==> src/rtl/chp_pkg.sv <==
// Package for the compass heading block: widths, CORDIC constants, arctangent
// table and the stage payload type. No dependencies.
`timescale 1ns / 1ps
`default_nettype none

package chp_pkg;

    // Number of CORDIC micro-rotations, one pipeline stage each
    localparam int CORDIC_ITERATIONS = 16;
    localparam int ATAN_TABLE_LEN    = 24;

    // Field sample width
    localparam int FIELD_W = 16;
    // Vector components: 16-bit input scaled by 2^14, negated, grown by the CORDIC gain
    localparam int VEC_SHIFT = 14;
    localparam int VEC_W     = 33;
    // Angle accumulator in 2^-16 centidegree units
    localparam int ACC_W          = 33;
    localparam int ANGLE_FRAC_BITS = 16;
    // Rounded angle in centidegrees, and the wider sum used for the wrap
    localparam int ANGLE_W = 17;
    localparam int SUM_W   = 19;

    localparam logic signed [ACC_W-1:0] HALF_TURN_ACC = ACC_W'(64'sd1179648000);
    localparam logic signed [ACC_W-1:0] ROUND_HALF    = ACC_W'(64'sd32768);
    localparam logic signed [SUM_W-1:0] FULL_TURN_CD  = SUM_W'(36000);
    localparam logic signed [15:0]      DECL_RESET    = 16'sd1400;

    // atan(2^-i) in degrees times 6553600, rounded
    localparam logic signed [31:0] ATAN_TABLE [ATAN_TABLE_LEN] = '{
        32'sd294912000, 32'sd174096719, 32'sd91987925, 32'sd46694507,
        32'sd23437865,  32'sd11730358,  32'sd5866610,  32'sd2933484,
        32'sd1466764,   32'sd733385,    32'sd366693,   32'sd183346,
        32'sd91673,     32'sd45837,     32'sd22918,    32'sd11459,
        32'sd5730,      32'sd2865,      32'sd1432,     32'sd716,
        32'sd358,       32'sd179,       32'sd90,       32'sd45
    };

    // Payload carried between CORDIC stages
    typedef struct packed {
        logic signed [VEC_W-1:0] vx;
        logic signed [VEC_W-1:0] vy;
        logic signed [ACC_W-1:0] acc;
        logic                    zero;
    } t_vec;

endpackage

`default_nettype wire

==> src/rtl/chp_ifs.sv <==
// Stream interfaces of the compass heading block: field samples in, headings
// out, and the declination write channel. Depends on chp_pkg.
`timescale 1ns / 1ps
`default_nettype none

interface chp_field_if;
    import chp_pkg::*;
    logic                      valid;
    logic                      ready;
    logic signed [FIELD_W-1:0] field_x;
    logic signed [FIELD_W-1:0] field_z;
    modport source (output valid, output field_x, output field_z, input ready);
    modport sink   (input valid, input field_x, input field_z, output ready);
endinterface

interface chp_head_if;
    logic        valid;
    logic        ready;
    logic [15:0] heading_centideg;
    modport source (output valid, output heading_centideg, input ready);
    modport sink   (input valid, input heading_centideg, output ready);
endinterface

interface chp_cfg_if;
    logic               valid;
    logic               ready;
    logic signed [15:0] declination_centideg;
    modport source (output valid, output declination_centideg, input ready);
    modport sink   (input valid, input declination_centideg, output ready);
endinterface

`default_nettype wire

==> src/rtl/chp_prerot.sv <==
// Input stage: scales the field vector, folds the left half plane onto the
// right one and seeds the angle accumulator. Depends on chp_pkg.
`timescale 1ns / 1ps
`default_nettype none

module chp_prerot
    import chp_pkg::*;
(
    input  wire logic                      i_clk,
    input  wire logic                      i_rst_n,
    input  wire logic                      i_valid,
    input  wire logic signed [FIELD_W-1:0] i_field_x,
    input  wire logic signed [FIELD_W-1:0] i_field_z,
    output      logic                      o_ready,
    output      logic                      o_valid,
    output      t_vec                      o_data,
    input  wire logic                      i_take
);

    logic r_valid;
    t_vec r_data;
    t_vec n_data;
    logic signed [VEC_W-1:0] w_sx;
    logic signed [VEC_W-1:0] w_sz;

    // Scale by 2^14 with sign extension
    assign w_sx = {{(VEC_W-FIELD_W-VEC_SHIFT){i_field_x[FIELD_W-1]}},
                   i_field_x, {VEC_SHIFT{1'b0}}};
    assign w_sz = {{(VEC_W-FIELD_W-VEC_SHIFT){i_field_z[FIELD_W-1]}},
                   i_field_z, {VEC_SHIFT{1'b0}}};

    // Negate the vector in the left half plane, start at +/-180 degrees.
    // The half-centidegree rounding offset rides in the seed, so the output
    // stage only truncates.
    always_comb begin
        n_data.zero = (i_field_x == '0) && (i_field_z == '0);
        if (i_field_x[FIELD_W-1]) begin
            n_data.vx  = -w_sx;
            n_data.vy  = -w_sz;
            n_data.acc = i_field_z[FIELD_W-1] ? (ROUND_HALF - HALF_TURN_ACC)
                                              : (ROUND_HALF + HALF_TURN_ACC);
        end else begin
            n_data.vx  = w_sx;
            n_data.vy  = w_sz;
            n_data.acc = ROUND_HALF;
        end
    end

    assign o_ready = !r_valid || i_take;

    // Hold while downstream stalls, advance otherwise
    always_ff @(posedge i_clk) begin
        if (!i_rst_n) begin
            r_valid <= 1'b0;
        end else if (o_ready) begin
            r_valid <= i_valid;
        end
    end

    always_ff @(posedge i_clk) begin
        if (o_ready && i_valid) begin
            r_data <= n_data;
        end
    end

    assign o_valid = r_valid;
    assign o_data  = r_data;

endmodule

`default_nettype wire

==> src/rtl/chp_cordic.sv <==
// Vectoring CORDIC pipeline: one micro-rotation per register stage, with a
// valid bit and a local stall per stage. Depends on chp_pkg.
`timescale 1ns / 1ps
`default_nettype none

module chp_cordic
    import chp_pkg::*;
(
    input  wire logic i_clk,
    input  wire logic i_rst_n,
    input  wire logic i_valid,
    input  wire t_vec i_data,
    output      logic o_ready,
    output      logic o_valid,
    output      t_vec o_data,
    input  wire logic i_take
);

    logic r_valid [CORDIC_ITERATIONS];
    t_vec r_data  [CORDIC_ITERATIONS];
    logic w_adv   [CORDIC_ITERATIONS];

    for (genvar k = 0; k < CORDIC_ITERATIONS; k++) begin : g_stage
        logic w_in_valid;
        t_vec w_in;
        t_vec n_data;
        logic signed [VEC_W-1:0] w_dx;
        logic signed [VEC_W-1:0] w_dy;
        logic signed [ACC_W-1:0] w_ang;

        // Pick up the previous stage
        if (k == 0) begin : g_first
            assign w_in_valid = i_valid;
            assign w_in       = i_data;
        end else begin : g_next
            assign w_in_valid = r_valid[k-1];
            assign w_in       = r_data[k-1];
        end

        // Stage may load when empty or when its contents move on
        if (k == CORDIC_ITERATIONS - 1) begin : g_last
            assign w_adv[k] = !r_valid[k] || i_take;
        end else begin : g_mid
            assign w_adv[k] = !r_valid[k] || w_adv[k+1];
        end

        assign w_dx  = w_in.vy >>> k;
        assign w_dy  = w_in.vx >>> k;
        assign w_ang = ACC_W'(ATAN_TABLE[k]);

        // Rotate toward the x axis
        always_comb begin
            n_data.zero = w_in.zero;
            if (w_in.vy > 0) begin
                n_data.vx  = w_in.vx + w_dx;
                n_data.vy  = w_in.vy - w_dy;
                n_data.acc = w_in.acc + w_ang;
            end else begin
                n_data.vx  = w_in.vx - w_dx;
                n_data.vy  = w_in.vy + w_dy;
                n_data.acc = w_in.acc - w_ang;
            end
        end

        always_ff @(posedge i_clk) begin
            if (!i_rst_n) begin
                r_valid[k] <= 1'b0;
            end else if (w_adv[k]) begin
                r_valid[k] <= w_in_valid;
            end
        end

        always_ff @(posedge i_clk) begin
            if (w_adv[k] && w_in_valid) begin
                r_data[k] <= n_data;
            end
        end
    end

    assign o_ready = w_adv[0];
    assign o_valid = r_valid[CORDIC_ITERATIONS-1];
    assign o_data  = r_data[CORDIC_ITERATIONS-1];

endmodule

`default_nettype wire

==> src/rtl/chp_post.sv <==
// Output stage: rounds the angle to centidegrees, adds the declination and
// wraps once by a full turn toward 0..36000. Depends on chp_pkg.
`timescale 1ns / 1ps
`default_nettype none

module chp_post
    import chp_pkg::*;
(
    input  wire logic               i_clk,
    input  wire logic               i_rst_n,
    input  wire logic               i_valid,
    input  wire t_vec               i_data,
    input  wire logic signed [15:0] i_decl,
    output      logic               o_ready,
    output      logic               o_valid,
    output      logic [15:0]        o_heading,
    input  wire logic               i_take
);

    logic                      r_valid;
    logic [15:0]               r_heading;
    logic signed [ACC_W-1:0]   w_shift;
    logic signed [ANGLE_W-1:0] w_angle;
    logic signed [SUM_W-1:0]   w_sum;
    logic signed [SUM_W-1:0]   w_wrap_lo;
    logic signed [SUM_W-1:0]   w_wrap_hi;
    logic signed [SUM_W-1:0]   n_heading;

    // Round to nearest, ties up: the half step was added to the seed
    assign w_shift = i_data.acc >>> ANGLE_FRAC_BITS;
    assign w_angle = i_data.zero ? '0 : w_shift[ANGLE_W-1:0];
    assign w_sum   = SUM_W'(w_angle) + SUM_W'(i_decl);

    // Wrap once: both corrections in parallel, then select
    assign w_wrap_lo = w_sum + FULL_TURN_CD;
    assign w_wrap_hi = w_sum - FULL_TURN_CD;

    always_comb begin
        if (w_sum < 0) begin
            n_heading = w_wrap_lo;
        end else if (w_sum > FULL_TURN_CD) begin
            n_heading = w_wrap_hi;
        end else begin
            n_heading = w_sum;
        end
    end

    assign o_ready = !r_valid || i_take;

    always_ff @(posedge i_clk) begin
        if (!i_rst_n) begin
            r_valid <= 1'b0;
        end else if (o_ready) begin
            r_valid <= i_valid;
        end
    end

    always_ff @(posedge i_clk) begin
        if (o_ready && i_valid) begin
            r_heading <= n_heading[15:0];
        end
    end

    assign o_valid   = r_valid;
    assign o_heading = r_heading;

endmodule

`default_nettype wire

==> src/rtl/compass_heading_from_field_unit.sv <==
// Compass heading from two field components: atan2(z, x) by CORDIC plus declination.
// Pipeline of 1 input stage, 16 CORDIC stages and 1 rounding/wrap stage.
// Throughput one beat per cycle while the output is taken; every stage holds its
// beat under back-pressure and loads whenever it is empty or moving on.
// Synchronous active-low reset empties all stages and sets the declination to 14.00 deg.
// Depends on chp_pkg, chp_ifs, chp_prerot, chp_cordic and chp_post.
`timescale 1ns / 1ps
`default_nettype none

module compass_heading_from_field_unit
    import chp_pkg::*;
(
    input  wire logic   i_clk,
    input  wire logic   i_rst_n,
    chp_field_if.sink   i_field,
    chp_cfg_if.sink     i_cfg,
    chp_head_if.source  o_head
);

    logic signed [15:0] r_decl;
    logic               w_pre_valid;
    t_vec               w_pre_data;
    logic               w_cor_ready;
    logic               w_cor_valid;
    t_vec               w_cor_data;
    logic               w_post_ready;

    // Declination register: accept a write beat every cycle
    assign i_cfg.ready = 1'b1;

    always_ff @(posedge i_clk) begin
        if (!i_rst_n) begin
            r_decl <= DECL_RESET;
        end else if (i_cfg.valid) begin
            r_decl <= i_cfg.declination_centideg;
        end
    end

    chp_prerot u_prerot (
        .i_clk     (i_clk),
        .i_rst_n   (i_rst_n),
        .i_valid   (i_field.valid),
        .i_field_x (i_field.field_x),
        .i_field_z (i_field.field_z),
        .o_ready   (i_field.ready),
        .o_valid   (w_pre_valid),
        .o_data    (w_pre_data),
        .i_take    (w_cor_ready)
    );

    chp_cordic u_cordic (
        .i_clk   (i_clk),
        .i_rst_n (i_rst_n),
        .i_valid (w_pre_valid),
        .i_data  (w_pre_data),
        .o_ready (w_cor_ready),
        .o_valid (w_cor_valid),
        .o_data  (w_cor_data),
        .i_take  (w_post_ready)
    );

    chp_post u_post (
        .i_clk     (i_clk),
        .i_rst_n   (i_rst_n),
        .i_valid   (w_cor_valid),
        .i_data    (w_cor_data),
        .i_decl    (r_decl),
        .o_ready   (w_post_ready),
        .o_valid   (o_head.valid),
        .o_heading (o_head.heading_centideg),
        .i_take    (o_head.ready)
    );

endmodule

`default_nettype wire
==> src/flat_wrapper.sv <==
// flat-port wrapper written by rule: the top's interface ports become plain ports
module compass_heading_from_field_unit_flat import chp_pkg::*;
  (i_clk, i_rst_n, i_field_valid, i_field_field_x, i_field_field_z, i_field_ready, i_cfg_valid, i_cfg_declination_centideg, i_cfg_ready, o_head_valid, o_head_heading_centideg, o_head_ready);
  chp_field_if i_field_i ();
  chp_cfg_if i_cfg_i ();
  chp_head_if o_head_i ();
  input  wire logic i_clk;
  input  wire logic i_rst_n;
  input wire logic [$bits(i_field_i.valid)-1:0] i_field_valid;
  input wire logic [$bits(i_field_i.field_x)-1:0] i_field_field_x;
  input wire logic [$bits(i_field_i.field_z)-1:0] i_field_field_z;
  output wire logic [$bits(i_field_i.ready)-1:0] i_field_ready;
  input wire logic [$bits(i_cfg_i.valid)-1:0] i_cfg_valid;
  input wire logic [$bits(i_cfg_i.declination_centideg)-1:0] i_cfg_declination_centideg;
  output wire logic [$bits(i_cfg_i.ready)-1:0] i_cfg_ready;
  output wire logic [$bits(o_head_i.valid)-1:0] o_head_valid;
  output wire logic [$bits(o_head_i.heading_centideg)-1:0] o_head_heading_centideg;
  input wire logic [$bits(o_head_i.ready)-1:0] o_head_ready;
  assign i_field_i.valid = i_field_valid;
  assign i_field_i.field_x = i_field_field_x;
  assign i_field_i.field_z = i_field_field_z;
  assign i_field_ready = i_field_i.ready;
  assign i_cfg_i.valid = i_cfg_valid;
  assign i_cfg_i.declination_centideg = i_cfg_declination_centideg;
  assign i_cfg_ready = i_cfg_i.ready;
  assign o_head_valid = o_head_i.valid;
  assign o_head_heading_centideg = o_head_i.heading_centideg;
  assign o_head_i.ready = o_head_ready;
  compass_heading_from_field_unit u_core (.i_clk(i_clk), .i_rst_n(i_rst_n), .i_field(i_field_i), .i_cfg(i_cfg_i), .o_head(o_head_i));
endmodule
==> config.mk <==
export PLATFORM = sky130hd
export DESIGN_NAME = compass_heading_from_field_unit_flat
export DESIGN_NICKNAME = d
export VERILOG_FILES = /design/src/rtl/chp_pkg.sv /design/src/rtl/chp_ifs.sv /design/src/rtl/chp_prerot.sv /design/src/rtl/chp_cordic.sv /design/src/rtl/chp_post.sv /design/src/rtl/compass_heading_from_field_unit.sv /design/src/flat_wrapper.sv
export SDC_FILE = /design/constraint.sdc
export NUM_CORES = 2
export LEC_CHECK = 0
export BUFFER_PORTS_ARGS = -buffer_cell sky130_fd_sc_hd__buf_2
export CAP_MARGIN = 15
export CORE_AREA = 10 10 630 632
export CTS_BUF_LIST = sky130_fd_sc_hd__clkbuf_4
export DETAILED_ROUTE_END_ITERATION = 8
export DIE_AREA = 0 0 640 642
export SYNTH_ARGS = -nofsm -noshare
export SYNTH_HDL_FRONTEND = slang
export SYNTH_SLANG_ARGS = --single-unit
==> constraint.sdc <==
create_clock -name i_clk -period 11.45 [get_ports i_clk]
set_clock_uncertainty 0.2 [all_clocks]
set_input_delay 0.5725 -clock i_clk [delete_from_list [all_inputs] [get_ports i_clk]]
set_output_delay 0.5725 -clock i_clk [all_outputs]
set_load 0.01 [all_outputs]
==> run_results.csv <==
group,metric,value,unit
cts,cts_inserted_buffers,378,
sta,setup_viol,0,
cts,cts.htree.levels,5,
cts,clk_transition_reported_paths,60,ps
global_routing,grt_pass1_wl,460000,microns
drt,ant_nets,0,
synth,netlist_top_cells_area,"edfxtp_1, ha_1, xnor2_1",
floorplanning,die_h,642,microns
cts,clk-insertion-delay-late,1250,ps
cts,cts-root-buf,"clkbuf_4",
power,leakagePower,50.6,nW
cells_and_area,filler_cell_count,39300,
floorplanning,placeable_area,384000,sq um
placement,detailed_place_hpwl,227000,microns
cts,cts.path.max_buffers,4,
synth,yosysWarningCount,0,
drt,number_of_remaining_drc_errors,0,
critical_path,critical_path_arrival,8720,ps
synth,synth_edf_count,1390,
critical_path,end_kind,"register",
global_routing,grt_antenna_before_repair,6,
sta,max_freq,0.124,GHz
floorplanning,rows,228,
sta,finalWorstPathRequiredPeriod,8060,ps
synth,synth.ff_latch_count,1409,
power,total_power,11.8,mW
power,power.density_cell_area,92.0,nW/um^2
cells_and_area,finish.net_count,13800,
drt,post_drt_via_cell_ratio,5.03,
critical_path,start_point_of_the_critical_path,"u_core.u_cordic.r_data[1][148]",
floorplanning,floorplan.initialDensity,29.9,%
min_path,timing.hold.worst.class,"in2reg",
synth,post-synth-top-area-cell,"edfxtp_1",
placement,place_worst_setup_slack,3550,ps
synth,syn-cell-area,115000,sq um
cells_and_area,mostFrequentLayoutCell,"edfxtp_1",
global_routing,grt_overflow,0,
critical_path,critPathSlowestCell,"inv_2",
cells_and_area,multi_input_area,70300,sq um
synth,synth.yosys.seq_area_share,36.7,%
sta,finalCritPeriodShare,70.4,%
cts,cts_tree,"built",
sta,grt_setup_unrepaired,"false",
sta,final_critical_path_setup_slack,3390,ps
min_path,min-delay-start,"i_field_field_z[15]",
sta,timing_worst_slew_pin_value,1170,ps
critical_path,r2r_start,"u_core.u_cordic.r_data[1][148]",
sta,drv_slew,0,
drt,drt_first_iter_violations,5463,
drt,drt-wirelength-per-cell,16.2,microns
flow_run,timing.max_cap.violations,0,
drt,dr.pass1.iters,7,
critical_path,critical_path_class,"reg2reg",
drt,routed-via-count,89400,
outcome,run_status,"complete, no violations",
cts,cts-resized-gates,0,
cells_and_area,utilization,33.3,%
critical_path,critical_path.max_stage_delay,660,ps
sta,number_of_failing_hold_endpoints_at_the_final_stage,0,
global_routing,grt_max_degree,84,
critical_path,timing.critical_path.required,12110,ps
cts,cts_num_sinks,1409,
power,peakVddDrop,0.136,mV
cells_and_area,final_layout_size_suffix_gt1_share,6.82,%
critical_path,timing.critical_path.from_type,"register",
synth,synth_flop_cell,"edfxtp_1",
sta,slew_margin_rel,21.5,%
sta,final.setup.tns,0,ps
synth,syn_inst,11900,
cells_and_area,regArea,42100,sq um
critical_path,cp_max_fanout,41,
critical_path,critical-path-top-cell-by-count,"o21ai_0",
cts,setup_fix_buffers_added_after_clock_tree_synthesis,0,
floorplanning,die_area,411000,sq um
floorplanning,die_x,640,microns
global_routing,vias_in_the_first_global_route,86000,
floorplanning,number_of_primary_i_o_pins,72,
placement,place.gp.congestion,0.925,
global_routing,gr-usage-all-layers,13.4,%
synth,yosysTopAreaCellShare,36.3,%
cells_and_area,layout.cells.most_common_list,"edfxtp_1, ha_1, xnor2_1",
cells_and_area,area_growth,11.5,%
drt,postRouteWirelength,288000,microns
synth,synth_async_sr_flop_share,0,%
synth,synthesis.area_per_instance,9.65,sq um
placement,numPortBuffers,70,
synth,yosys.cell_types.count,98,
==> path summary, 6_finish.rpt <==
kind / endpoint / slack, ps / cells past startpoint
max: u_core.u_cordic.r_data[1][295] / 3390 / 26
min: u_core.u_prerot.o_data[32] / 210 / 3
max reg2reg: u_core.u_cordic.r_data[1][295] / 3390 / 26
min reg2reg: u_core.u_cordic.r_data[1][400] / 210 / 0
==> through the flow <==
stage / cell area, sq um / std cells / hold slack (ps)
finish: 128000 / 17800 / 206
detailed placement: 122000 / 16900 / 205
floorplan: 115000 / 11900 / 200
global placement: 122000 / 16900 / 203
CTS: 128000 / 17800 / 28.1
global route: 128000 / 17800 / 88.6
==> cell usage after synthesis (126+ instances only) <==
cell type and count:
a21oi_1 1005, edfxtp_1 1390, nand2_1 737, nand3_1 226, o21bai_1 128, nand2b_1 184
inv_1 535, nor2b_1 217, clkbuf_1 134, nor3_1 312, o31ai_1 165, ha_1 1315
xor2_1 507, o21ai_0 746, a21o_1 456, nor2_1 980, o21a_1 186, xnor2_1 1166
and3_1 126
==> logic make-up after synthesis <==
logic type	after synthesis	share of synthesized area (%)
xor+xnor	1673	12.8
simple gates	3342	14.1
other cells	2	0.00654
fa+ha+maj	1350	14.9
buf+inv	700	2.31
compound gates	3391	18.8
mux	40	0.357
flops	1409	36.7
==> worst max-delay path, delay by kind of cell (launching register included) <==
family,cells,cell delay (ps)
simple gates,12,3250
fa+ha+maj,1,320
flops,1,440
xor+xnor,2,330
buf+inv,2,960
compound gates,9,2200
==> registers in the layout (all words and copies together) (netlist names) <==
name	cells
u_core.u_cordic.r_data	1317
u_core.u_prerot.o_data	42
u_core.r_decl	16
u_core.u_cordic.r_valid	16
u_core.u_post.o_heading	16
u_core.u_post.o_valid	1
u_core.u_prerot.o_valid	1
==> layout make-up <==
type	instances	share of cell area, %
antenna	7	0.0137
timing repair buffer	289	1.87
sequential	1409	32.9
tap	5060	4.94
multi-input combinational	9800	54.9
inverter	540	1.58
clock buffer	530	3.11
clock inverter	133	0.725
==> repair_timing <==
| action | in CTS | in global routing |
|---|---|---|
| endpoints found under the setup margin | 0 | 0 |
| hold endpoints to repair | 146 | 0 |
| hold buffers | 162 | 0 |
==> where the power goes <==
group | total (mW) | internal, mW | leakage, nW | switching (mW)
Combinational | 1.32 | 0.593 | 34.9 | 0.725
Sequential | 5.84 | 5.76 | 12.8 | 0.0757
Clock | 4.63 | 2.45 | 2.91 | 2.18
Total | 11.8 | 8.81 | 50.6 | 2.98
==> per-layer routing <==
layer | GRT usage [%] | wire, microns | vias to the layer above
met3 | 1.77 | 11500 | 554
li1 | - | - | 45400
met2 | 22.9 | 136000 | 1827
met4 | 5.07 | 11000 | 0
met1 | 17.2 | 130000 | 41600
met5 | 0 | 0 | -
(Power assumes the default switching activity.)
